===== config.mk =====
export PLATFORM = sky130hd
export DESIGN_NAME = tx_retry_ladder_backoff
export DESIGN_NICKNAME = d
export VERILOG_FILES = /design/src/design/trl_pkg.sv /design/src/design/trl_backoff.sv /design/src/design/tx_retry_ladder_backoff.sv
export SDC_FILE = /design/constraint.sdc
export NUM_CORES = 1
export LEC_CHECK = 0
export BUFFER_PORTS_ARGS = -buffer_cell sky130_fd_sc_hd__buf_2
export CAP_MARGIN = 20
export CORE_MARGIN = 3
export CORE_UTILIZATION = 45
export DETAILED_ROUTE_END_ITERATION = 10
export HOLD_SLACK_MARGIN = 0.02
export PLACE_DENSITY_LB_ADDON = 0.15
export SLEW_MARGIN = 20
export SYNTH_ARGS = -nofsm -noshare
export SYNTH_HDL_FRONTEND = slang
export SYNTH_SLANG_ARGS = --single-unit

===== constraint.sdc =====
create_clock -name clk -period 8.4 [get_ports clk]
set_input_delay 2.1 -clock clk [delete_from_list [all_inputs] [get_ports clk]]
set_output_delay 2.1 -clock clk [all_outputs]
set_load 0.1 [all_outputs]

===== src/design/trl_pkg.sv =====
// Shared constants and codes for the transmit retry ladder with backoff.
// Used by trl_backoff and tx_retry_ladder_backoff; depends on nothing else.
package trl_pkg;

  // Ladder depth and the width of the ladder position, which counts one past the last slot.
  localparam int NUM_SLOTS_DEF = 4;
  localparam int SLOT_POS_W    = 3;

  // Field widths.
  localparam int OP_W     = 2;
  localparam int LIMIT_W  = 5;
  localparam int TRIES_W  = 5;
  localparam int TOTAL_W  = 7;
  localparam int WIN_W    = 16;
  localparam int RND_W    = 16;
  localparam int ACK_W    = 16;
  localparam int CW_MIN_W = 10;
  localparam int CW_MAX_W = 15;
  localparam int IN_DATA_W  = 40;
  localparam int OUT_DATA_W = 56;

  // Configuration port.
  localparam int CFG_IDX_W  = 1;
  localparam int CFG_DATA_W = 15;
  localparam logic [CFG_IDX_W-1:0] CFG_CW_MIN = 1'b0;
  localparam logic [CFG_IDX_W-1:0] CFG_CW_MAX = 1'b1;

  // Reset values of the contention window registers.
  localparam logic [CW_MIN_W-1:0] CW_MIN_RST = 10'd16;
  localparam logic [CW_MAX_W-1:0] CW_MAX_RST = 15'd1024;

  // Saturation points.
  localparam logic [TRIES_W-1:0] TRIES_MAX = '1;
  localparam logic [TOTAL_W-1:0] TOTAL_MAX = '1;
  localparam logic [ACK_W-1:0]   ACK_MAX   = '1;

  // Operation codes carried in tuser.
  localparam logic [OP_W-1:0] OP_START   = 2'd0;
  localparam logic [OP_W-1:0] OP_ATTEMPT = 2'd1;
  localparam logic [OP_W-1:0] OP_DONE    = 2'd2;

endpackage


===== src/design/trl_backoff.sv =====
// Contention window update and backoff value for one transmit attempt.
// Depends on trl_pkg for widths.
module trl_backoff (
  input  logic                          first_try,
  input  logic [trl_pkg::WIN_W-1:0]     window,
  input  logic [trl_pkg::CW_MIN_W-1:0]  cw_min,
  input  logic [trl_pkg::CW_MAX_W-1:0]  cw_max,
  input  logic [trl_pkg::RND_W-1:0]     rnd,
  output logic [trl_pkg::WIN_W-1:0]     window_nxt,
  output logic [trl_pkg::WIN_W-1:0]     backoff
);

  logic [trl_pkg::WIN_W-1:0] win_dbl;
  logic [trl_pkg::WIN_W-1:0] win_cap;
  logic [trl_pkg::WIN_W-1:0] cw_max_ext;
  logic [trl_pkg::WIN_W-1:0] rnd_masked;
  logic [trl_pkg::WIN_W-1:0] rnd_x10;

  // Double the window within 16 bits and cap it at cw_max; a first try restarts at cw_min.
  assign win_dbl    = {window[trl_pkg::WIN_W-2:0], 1'b0};
  assign cw_max_ext = trl_pkg::WIN_W'(cw_max);
  assign win_cap    = (win_dbl > cw_max_ext) ? cw_max_ext : win_dbl;
  assign window_nxt = first_try ? trl_pkg::WIN_W'(cw_min) : win_cap;

  // Window plus ten times the masked random value, modulo 2^16; ten is eight plus two.
  assign rnd_masked = rnd & (window_nxt - trl_pkg::WIN_W'(1));
  assign rnd_x10    = {rnd_masked[trl_pkg::WIN_W-4:0], 3'b000}
                    + {rnd_masked[trl_pkg::WIN_W-2:0], 1'b0};
  assign backoff    = window_nxt + rnd_x10;

endmodule


===== src/design/tx_retry_ladder_backoff.sv =====
// Top level of the transmit retry ladder controller with exponential backoff.
// Depends on trl_pkg and instantiates trl_backoff.
//
//  Port group | Direction | Contents
//  -----------+-----------+-------------------------------------------------
//  in_        | slave     | tuser: operation; tdata: limits, no_ack, random
//  out_       | master    | tuser: give_up; tdata: slot, retry, backoff, ...
//  cfg_       | write     | cw_min (index 0), cw_max (index 1)
//
// Every transaction is handled in the cycle it is accepted: the frame state is
// updated at that edge and the result is held in the output register.
// One item per cycle is sustained; the input is stalled only while a result
// waits in the output register and out_tready is low.
// Reset (rst_n low, synchronous) clears all frame state and loads the register
// defaults; there is no clearing pass.
module tx_retry_ladder_backoff #(
  parameter int NUM_SLOTS = trl_pkg::NUM_SLOTS_DEF
) (
  input  logic                             clk,
  input  logic                             rst_n,
  input  logic                             in_tvalid,
  output logic                             in_tready,
  // tuser: [1:0] operation
  input  logic [trl_pkg::OP_W-1:0]         in_tuser,
  // tdata: [4:0] limit_slot0, [9:5] limit_slot1, [14:10] limit_slot2,
  // [19:15] limit_slot3, [20] no_ack, [36:21] random, [39:37] zero
  input  logic [trl_pkg::IN_DATA_W-1:0]    in_tdata,
  output logic                             out_tvalid,
  input  logic                             out_tready,
  // tuser: [0] give_up
  output logic                             out_tuser,
  // tdata: [1:0] slot, [2] retry_flag, [18:3] backoff, [23:19] tries_slot0,
  // [28:24] tries_slot1, [33:29] tries_slot2, [38:34] tries_slot3,
  // [54:39] ack_failures, [55] zero
  output logic [trl_pkg::OUT_DATA_W-1:0]   out_tdata,
  input  logic                             cfg_we,
  input  logic [trl_pkg::CFG_IDX_W-1:0]    cfg_index,
  input  logic [trl_pkg::CFG_DATA_W-1:0]   cfg_data
);

  localparam int LW = trl_pkg::LIMIT_W;
  localparam int TW = trl_pkg::TRIES_W;
  localparam int SW = trl_pkg::SLOT_POS_W;

  // Configuration and frame state.
  logic [trl_pkg::CW_MIN_W-1:0] cw_min_r;
  logic [trl_pkg::CW_MAX_W-1:0] cw_max_r;
  logic [SW-1:0]                ladder_r, ladder_nxt;
  logic [TW-1:0]                tries_r   [NUM_SLOTS];
  logic [TW-1:0]                tries_nxt [NUM_SLOTS];
  logic [LW-1:0]                limit_r   [NUM_SLOTS];
  logic [trl_pkg::TOTAL_W-1:0]  total_r, total_nxt;
  logic [trl_pkg::WIN_W-1:0]    window_r, window_nxt;
  logic                         no_ack_r, no_ack_nxt;
  logic [trl_pkg::ACK_W-1:0]    ack_r, ack_nxt;

  // Output register.
  logic                          out_valid_r;
  logic                          out_user_r;
  logic [trl_pkg::OUT_DATA_W-1:0] out_data_r;

  // Decoded input fields.
  logic [trl_pkg::OP_W-1:0]  op;
  logic [LW-1:0]             lim_in [4];
  logic                      no_ack_in;
  logic [trl_pkg::RND_W-1:0] rnd_in;

  // Attempt datapath.
  logic                      accept;
  logic [TW-1:0]             cur_tries;
  logic [LW-1:0]             cur_limit;
  logic [SW-1:0]             ladder_adv;
  logic                      exhausted;
  logic                      first_try;
  logic [trl_pkg::WIN_W-1:0] win_calc;
  logic [trl_pkg::WIN_W-1:0] backoff_calc;
  logic [TW-1:0]             tries_rep [4];

  // Result fields.
  logic                      res_give_up;
  logic [1:0]                res_slot;
  logic                      res_retry;
  logic [trl_pkg::WIN_W-1:0] res_backoff;
  logic                      res_report;

  assign accept    = in_tvalid && in_tready;
  assign in_tready = !out_valid_r || out_tready;

  assign op        = in_tuser;
  assign lim_in[0] = in_tdata[4:0];
  assign lim_in[1] = in_tdata[9:5];
  assign lim_in[2] = in_tdata[14:10];
  assign lim_in[3] = in_tdata[19:15];
  assign no_ack_in = in_tdata[20];
  assign rnd_in    = in_tdata[36:21];

  // Count and limit of the current ladder slot; none when past the end.
  always_comb begin
    cur_tries = '0;
    cur_limit = '0;
    for (int i = 0; i < NUM_SLOTS; i++) begin
      if (ladder_r == SW'(i)) begin
        cur_tries = tries_r[i];
        cur_limit = limit_r[i];
      end
    end
  end

  // Step at most one slot when the current slot's limit is reached.
  always_comb begin
    ladder_adv = ladder_r;
    if ((ladder_r < SW'(NUM_SLOTS)) && (cur_tries >= cur_limit)) begin
      ladder_adv = ladder_r + SW'(1);
    end
  end

  assign exhausted = (ladder_adv >= SW'(NUM_SLOTS));
  assign first_try = (tries_r[0] == '0);

  trl_backoff u_backoff (
    .first_try  (first_try),
    .window     (window_r),
    .cw_min     (cw_min_r),
    .cw_max     (cw_max_r),
    .rnd        (rnd_in),
    .window_nxt (win_calc),
    .backoff    (backoff_calc)
  );

  // Try counts as reported; slots beyond the ladder read as zero.
  generate
    for (genvar g = 0; g < 4; g++) begin : g_rep
      if (g < NUM_SLOTS) begin : g_used
        assign tries_rep[g] = tries_r[g];
      end else begin : g_unused
        assign tries_rep[g] = '0;
      end
    end
  endgenerate

  // Next frame state and result fields for the operation presented.
  always_comb begin
    ladder_nxt  = ladder_r;
    tries_nxt   = tries_r;
    total_nxt   = total_r;
    window_nxt  = window_r;
    no_ack_nxt  = no_ack_r;
    ack_nxt     = ack_r;
    res_give_up = 1'b0;
    res_slot    = '0;
    res_retry   = 1'b0;
    res_backoff = '0;
    res_report  = 1'b0;
    case (op)
      trl_pkg::OP_START: begin
        no_ack_nxt = no_ack_in;
        ladder_nxt = '0;
        total_nxt  = '0;
        for (int i = 0; i < NUM_SLOTS; i++) tries_nxt[i] = '0;
      end
      trl_pkg::OP_ATTEMPT: begin
        if (exhausted) begin
          res_give_up = 1'b1;
          res_report  = 1'b1;
          ladder_nxt  = '0;
          total_nxt   = '0;
          for (int i = 0; i < NUM_SLOTS; i++) tries_nxt[i] = '0;
        end else begin
          ladder_nxt  = ladder_adv;
          window_nxt  = win_calc;
          res_slot    = ladder_adv[1:0];
          res_retry   = !first_try;
          res_backoff = backoff_calc;
          if ((total_r != '0) && !no_ack_r && (ack_r != trl_pkg::ACK_MAX)) begin
            ack_nxt = ack_r + trl_pkg::ACK_W'(1);
          end
          for (int i = 0; i < NUM_SLOTS; i++) begin
            if ((ladder_adv == SW'(i)) && (tries_r[i] != trl_pkg::TRIES_MAX)) begin
              tries_nxt[i] = tries_r[i] + TW'(1);
            end
          end
          if (total_r != trl_pkg::TOTAL_MAX) begin
            total_nxt = total_r + trl_pkg::TOTAL_W'(1);
          end
        end
      end
      trl_pkg::OP_DONE: begin
        res_report = 1'b1;
        ladder_nxt = '0;
        total_nxt  = '0;
        for (int i = 0; i < NUM_SLOTS; i++) tries_nxt[i] = '0;
      end
      default: begin
      end
    endcase
  end

  // Configuration registers.
  always_ff @(posedge clk) begin
    if (!rst_n) begin
      cw_min_r <= trl_pkg::CW_MIN_RST;
      cw_max_r <= trl_pkg::CW_MAX_RST;
    end else if (cfg_we) begin
      case (cfg_index)
        trl_pkg::CFG_CW_MIN: cw_min_r <= cfg_data[trl_pkg::CW_MIN_W-1:0];
        trl_pkg::CFG_CW_MAX: cw_max_r <= cfg_data[trl_pkg::CW_MAX_W-1:0];
        default: begin
        end
      endcase
    end
  end

  // Frame state, updated on each accepted transaction.
  always_ff @(posedge clk) begin
    if (!rst_n) begin
      ladder_r <= '0;
      total_r  <= '0;
      window_r <= trl_pkg::WIN_W'(trl_pkg::CW_MIN_RST);
      no_ack_r <= 1'b0;
      ack_r    <= '0;
      for (int i = 0; i < NUM_SLOTS; i++) begin
        tries_r[i] <= '0;
        limit_r[i] <= '0;
      end
    end else if (accept) begin
      ladder_r <= ladder_nxt;
      total_r  <= total_nxt;
      window_r <= window_nxt;
      no_ack_r <= no_ack_nxt;
      ack_r    <= ack_nxt;
      tries_r  <= tries_nxt;
      if (op == trl_pkg::OP_START) begin
        for (int i = 0; i < NUM_SLOTS; i++) limit_r[i] <= lim_in[i];
      end
    end
  end

  // Output register: loaded on accept, released when the consumer takes it.
  always_ff @(posedge clk) begin
    if (!rst_n) begin
      out_valid_r <= 1'b0;
    end else if (accept) begin
      out_valid_r <= 1'b1;
    end else if (out_tready) begin
      out_valid_r <= 1'b0;
    end
  end

  always_ff @(posedge clk) begin
    if (accept) begin
      out_user_r <= res_give_up;
      out_data_r <= {1'b0, ack_nxt,
                     res_report ? tries_rep[3] : TW'(0),
                     res_report ? tries_rep[2] : TW'(0),
                     res_report ? tries_rep[1] : TW'(0),
                     res_report ? tries_rep[0] : TW'(0),
                     res_backoff, res_retry, res_slot};
    end
  end

  assign out_tvalid = out_valid_r;
  assign out_tuser  = out_user_r;
  assign out_tdata  = out_data_r;

endmodule


# After elaboration in Yosys (flattened, before gate mapping)
# Memory sizes are Yosys's and may differ from the RTL's.
# Cells that the tools add are included.
# op_classes
addsub,10
n_lt_le_gt_ge,4
n_eq_ne,19
mux,38
bitwise,8
n_reduce_logical,31
# ops
cell,count
two-way mux 16 bit,5
two-way mux 5 bit,16
case mux 20 bit (2 select lines),1
adder 16 bit,2
"adder 5 x 1 -> 5 bit, second input constant",4
two-way mux 20 bit,1
"inequality test 5 bit, second input constant",4
AND reduction 3 bit,6
"adder 16 x 1 -> 16 bit, second input constant",1
> comparator 16 x 15 -> 1 bit,1
"inequality test 16 bit, second input constant",1
bitwise AND 15 bit,1
"inequality test 3 bit, second input constant",5
"subtractor 15 x 1 -> 15 bit, second input constant",1
two-way mux 7 bit,2
case mux 7 bit (2 select lines),1
"equality test 3 x 2 -> 1 bit, second input constant",4
logical AND 1 bit,8
two-way mux 1 bit,8
AND reduction 2 bit,4
"adder 7 x 1 -> 7 bit, second input constant",1
"inequality test 7 bit, second input constant",1
nonzero test 7 bit,1
"equality test 3 x 1 -> 1 bit, second input constant",2
other kinds (18),29
# totals
ff_bits,144
mem_bits_rw,20
in_bits,63
out_inout_bits,59
wordCells,127
memories,1
# memory_table
name,words,width,read_ports,rd_ports_with_merged_regs,write_ports,line_no,rtl
limit_r,4,5,4,0,4,tx_retry_ladder_backoff.sv:51,logic [LW-1:0] limit_r [NUM_SLOTS];

# Logic depth before layout (Yosys ltp)
# depth
ltp_word,13
mapped_depth,30
mapped_depth_nobuf,28

# Cells and area by module
# Synthesis repeated with hierarchy kept, for this count alone.
# unflattened
cells_unflattened,1065
hier_area_um2,9899.5
# by_module_without_submodules
mod,n_inst,cells_each,area_each_um2,seq_area_each_um2
tx_retry_ladder_backoff,1,789,7748.7,4063.9
trl_backoff,1,276,2150.8,0.0

# Worst setup path after synthesis
# No wires, ideal clock.
# synth_path
path_type,reg-to-reg
start,register cw_max_r[7] (netlist name)
end,"register out_data_r (netlist bit out_tdata[17]), data pin"
setup_ns,0.266
arrival_time_ns,5.567
required_ns,8.134
setup_slack_ns,2.567
stages_incl_launch_ff,31
n_path_buf,2
synth_period_minus_slack_ns,5.833
path_cell_list,dfxtp_1 inv_1 ha_1 a2111oi_2 o21ai_1 a2111oi_2 a21oi_1 buf_6 buf_6 mux2i_1 nor2_1 a21oi_1 ha_1 inv_1 xnor2_1 and2_1 inv_1 fa_1 inv_1 fa_1 a21o_1 a21oi_1 o21bai_1 a21oi_1 o21bai_1 a21oi_1 nor2b_1 o21a_1 o41a_1 xnor2_1 nor2_1
# synth_between
elab_chain_cells,7
# synth_lines
item,line_no,rtl
start: declaration,tx_retry_ladder_backoff.sv:47,logic [trl_pkg::CW_MAX_W-1:0] cw_max_r;
start signal: assignment,tx_retry_ladder_backoff.sv:202,cw_max_r <= trl_pkg::CW_MAX_RST;
start signal: assignment,tx_retry_ladder_backoff.sv:206,trl_pkg::CFG_CW_MAX: cw_max_r <= cfg_data[trl_pkg::CW_MAX_W-1:0];
> comparator 16 x 15 -> 1 bit,trl_backoff.sv:22,assign win_cap = (win_dbl > cw_max_ext) ? cw_max_ext : win_dbl;
two-way mux 16 bit *,trl_backoff.sv:22,
two-way mux 16 bit *,trl_backoff.sv:23,assign window_nxt = first_try ? trl_pkg::WIN_W'(cw_min) : win_cap;
subtractor 15 x 1 -> 15 bit,trl_backoff.sv:26,assign rnd_masked = rnd & (window_nxt - trl_pkg::WIN_W'(1));
bitwise AND 15 bit,trl_backoff.sv:26,
adder 16 bit,trl_backoff.sv:28,"+ {rnd_masked[trl_pkg::WIN_W-2:0], 1'b0};"
adder 16 bit *,trl_backoff.sv:29,assign backoff = window_nxt + rnd_x10;
end signal: assignment,tx_retry_ladder_backoff.sv:252,"out_data_r <= {1'b0, ack_nxt,"
end: declaration,tx_retry_ladder_backoff.sv:60,logic [trl_pkg::OUT_DATA_W-1:0] out_data_r;
# Mark *: on every way between the ends. The rest lies on a longest branch, timed or not.
# A chain may end at the register's enable or synchronous reset.

# Worst setup path after layout
# Same ends and word-level chain as after synthesis.

==> impl_results.md <==
* Setup violators final at 0
* R2R setup slack at 2090 ps
* Final #Nets at 1224
* Most frequent cells in the layout: nand2_1 (155), buf_2 (116), dfxtp_1 (88), edfxtp_1 (76), and2_1 (67)
* Top FF cell, synth: dfxtp_1
* WL/cell at 14.7 um
* Nature of the critical path endpoint: flop
* Sw Share at 30.7%
* Vias at 7021
* Layout Skew at 12.9 ps
* Routed WL at 20100 um
* Clock sink total at 164
* Synth warn at 0
* CP max FO at 17
* WHS Endpoint: cw_min_r[7]$_SDFFE_PN0P_
* Clk pin slew, worst setup/hold paths at 60 ps
* Postcts setup bufs at 0
* CTS Buf Count at 17
* Drt initial violations at 345
* Crit path kind: reg2reg
* Tmin final at 6310 ps
* Psw at 633 uW
* RSZ-0062 raised after global routing: no
* Worst hold-check path type: reg2reg
* Max Buffers Root-to-Sink at 2
* Worst-Skew Late Latency at 430 ps
* R2R Path End: out_tdata[17]$_SDFFCE_PP0P_
* Initial Utilization at 46.8%
* CP max stage delay at 650 ps
* Data arrival, critical path at 6440 ps
* Final Hold Vio Count at 0
* Cell Rows at 51
* Fmax at 159 MHz
* CTS root buffer: clkbuf_16
* Leak at 4.40 nW
* Most common cell after layout, fill and taps aside: nand2_1
* Core Region at 0.0199 sq mm
* Io pins at 122
* RR Startpoint: cw_max_r[7]$_SDFFE_PN0P_
* Sequential element share of the synthesized area at 43.4%
* # DRC at 0
* Post_cts resized at 0
* Fill count at 1882
* Synth Net Count at 1123
* Slowest CP cell: o21ai_0
* Die Wd at 150 um
* Fin crit share at 75.1%
* Share of cells above drive strength 1 at 15.0%
* Synth area leader: edfxtp_1
* DP Wirelength at 14600 um
* Area contributors post-synth: edfxtp_1 (25%), dfxtp_1 (19%), ha_1 (7.8%)
* I/O Buffers at 116
* MaxCap Viol Count at 0
* CP most frequent cell: a21oi_1
* Routability cong. at 0.820
* Async SR Flop Fraction at 0%
* Vias in the first global route at 6603
* Worst hold start: cw_min_r[7]$_SDFFE_PN0P_
* Via density at 5.13
* Total track usage at 18.3%
* Die footprint at 0.0224 sq mm
* Reg2reg path depth at 25
* Pre-Repair DR Iteration Count at 5
* Reg power frac at 42.9%
* First-pass GRT wire length at 33200 um
* CP Launch Type: flop
* Largest net degree at the start of global routing at 85
* Yosys top cell area share at 24.5%
* Pwr/cell area at 193 mW/mm^2
* Initial antenna violation count at 0
* Antenna diodes at 0
* Peak VDD IR at 0.000143 V
* Worst EP required at 8540 ps
* Depth of the CTS H-tree at 4
* Die H at 150 um
* Worst slew margin at 37.8%
* Post-synthesis register bit count at 164
* Total power at 2.06 mW
* Avg Inst Size Synth at 9.39 sq um
* DRT antenna net count at 0
* Syn Inst Count at 991
* Area of the multi-input gates at 0.00490 sq mm
* Reg area at 0.00404 sq mm
* CTS tree: built
* Mapped Area at 0.00931 sq mm
* Synthesis-to-finish area growth at 14.5%
* Pint at 1.43 mW
* Congestion Overflow GR at 0
* Part of the power in the clock network at 37.0%
* Comb power frac at 20.1%
* Outcome: completed
* Count of cell types in the netlist at 63
* Cts hold-fix bufs at 0
* Setup tns final at 0 ps
* Worst slew pin tran at 931 ps
* Hold path depth at 2
* Number of synthesized flops with an enable pin at 76
* Slew Limit Fails at 0
==> layout make-up <==
cell class / count / area share [%]
Clock inverter: 12 / 1.23
Timing Repair Buffer: 120 / 5.73
Multi-Input combinational cell: 734 / 46.0
Sequential cell: 164 / 37.9
Clock buffer: 19 / 4.06
Tap cell: 265 / 3.11
Inverter: 55 / 1.94
==> flip-flops by register name, summed over array words and instances (netlist names), 7 cells and up <==
register,count
ack_r,16
cw_max_r,15
cw_min_r,10
limit_r,20
out_tdata,55
total_r,7
tries_r,20
window_r,15
==> critical path, delay by kind of cell (launching register included) <==
family | cells | cell delay, ps
multiplexers | 1 | 140
AND/OR/NAND/NOR | 3 | 320
AO/OA/AOI/OAI | 13 | 3250
buffers and inverters | 3 | 490
adder cells (fa/ha/maj) | 3 | 1110
XOR/XNOR | 2 | 360
flip-flops | 1 | 350
==> power groups by stage <==
stage	Sequential, mW	Clock, mW	Combinational [mW]
3_5_place_dp	0.902	0	0.415
2_1_floorplan	1.02	0	0.214
4_1_cts	0.885	0.779	0.418
5_1_grt	0.888	0.813	0.459
3_3_place_gp	0.902	0	0.413
6_report	0.885	0.763	0.414
==> per-layer routing <==
metal,track usage [%],share of wire [%],vias up,wire length [um]
li1,-,-,3653,-
met2,26.9,42,157,8390
met1,27.1,52,3185,10400
met5,0,0,-,0
met3,3.57,5.0,26,1010
met4,5.72,1.6,0,327
==> per-stage QoR <==
| step | worst slack (ps) | hold slack [ps] | cells | utilization, % | instance area [sq um] |
|---|---|---|---|---|---|
| after detailed placement | 2100 | 462 | 1338 | 50.7 | 10100 |
| after global routing | 1470 | 493 | 1369 | 53.5 | 10700 |
| after floorplan | 2570 | 433 | 991 | - | 9310 |
| final | 2090 | 470 | 1369 | 53.5 | 10700 |
| after CTS | 2060 | 472 | 1369 | 53.5 | 10700 |
| after global placement | 2130 | 456 | 1338 | 50.7 | 10100 |
==> logic make-up after synthesis <==
| group | count (synthesis) | synth area share, % |
|---|---|---|
| other | 1 | 0.0403 |
| buffers and inverters | 93 | 3.97 |
| and+or+nand+nor | 398 | 21.1 |
| xor gates and xnor gates | 56 | 5.27 |
| DFF | 164 | 43.4 |
| muxes | 16 | 1.73 |
| adders and majority gates | 69 | 10.2 |
| AOI/OAI and AO/OA | 194 | 14.3 |
==> synth_stat cells, types with 5 or more instances <==
| cell type | count |
|---|---|
| clkbuf_1 | 32 |
| nor4_1 | 6 |
| a21boi_0 | 55 |
| and2_1 | 67 |
| dfxtp_1 | 88 |
| nor3_1 | 20 |
| o21ai_1 | 6 |
| xnor2_1 | 29 |
| nand2b_1 | 6 |
| inv_1 | 54 |
| edfxtp_1 | 76 |
| o21a_1 | 5 |
| o21ai_0 | 31 |
| mux2i_1 | 15 |
| a22o_1 | 5 |
| ha_1 | 58 |
| a21o_1 | 8 |
| nor2_1 | 60 |
| a21oi_1 | 37 |
| o21bai_1 | 6 |
| nand4_1 | 9 |
| o2111ai_1 | 7 |
| xor2_1 | 27 |
| nor2b_1 | 9 |
| and3_1 | 14 |
| fa_1 | 11 |
| a22oi_1 | 10 |
| nand3_1 | 25 |
| nand2_1 | 155 |
==> worst max path at each step <==
stage / slack [ps] / depth (start not counted) / startpoint / endpoint
final: 2090 / 25 / cw_max_r[7]$_SDFFE_PN0P_ / out_tdata[17]$_SDFFCE_PP0P_
after global routing: 1470 / 25 / cw_max_r[7]$_SDFFE_PN0P_ / out_tdata[17]$_SDFFCE_PP0P_
after CTS: 2060 / 25 / cw_max_r[7]$_SDFFE_PN0P_ / out_tdata[17]$_SDFFCE_PP0P_
after detailed placement: 2100 / 25 / cw_max_r[7]$_SDFFE_PN0P_ / out_tdata[17]$_SDFFCE_PP0P_
after global placement: 2130 / 25 / cw_max_r[7]$_SDFFE_PN0P_ / out_tdata[17]$_SDFFCE_PP0P_
after floorplan: 2570 / 30 / cw_max_r[7]$_SDFFE_PN0P_ / out_tdata[17]$_SDFFCE_PP0P_
(Power assumes the default switching activity.)
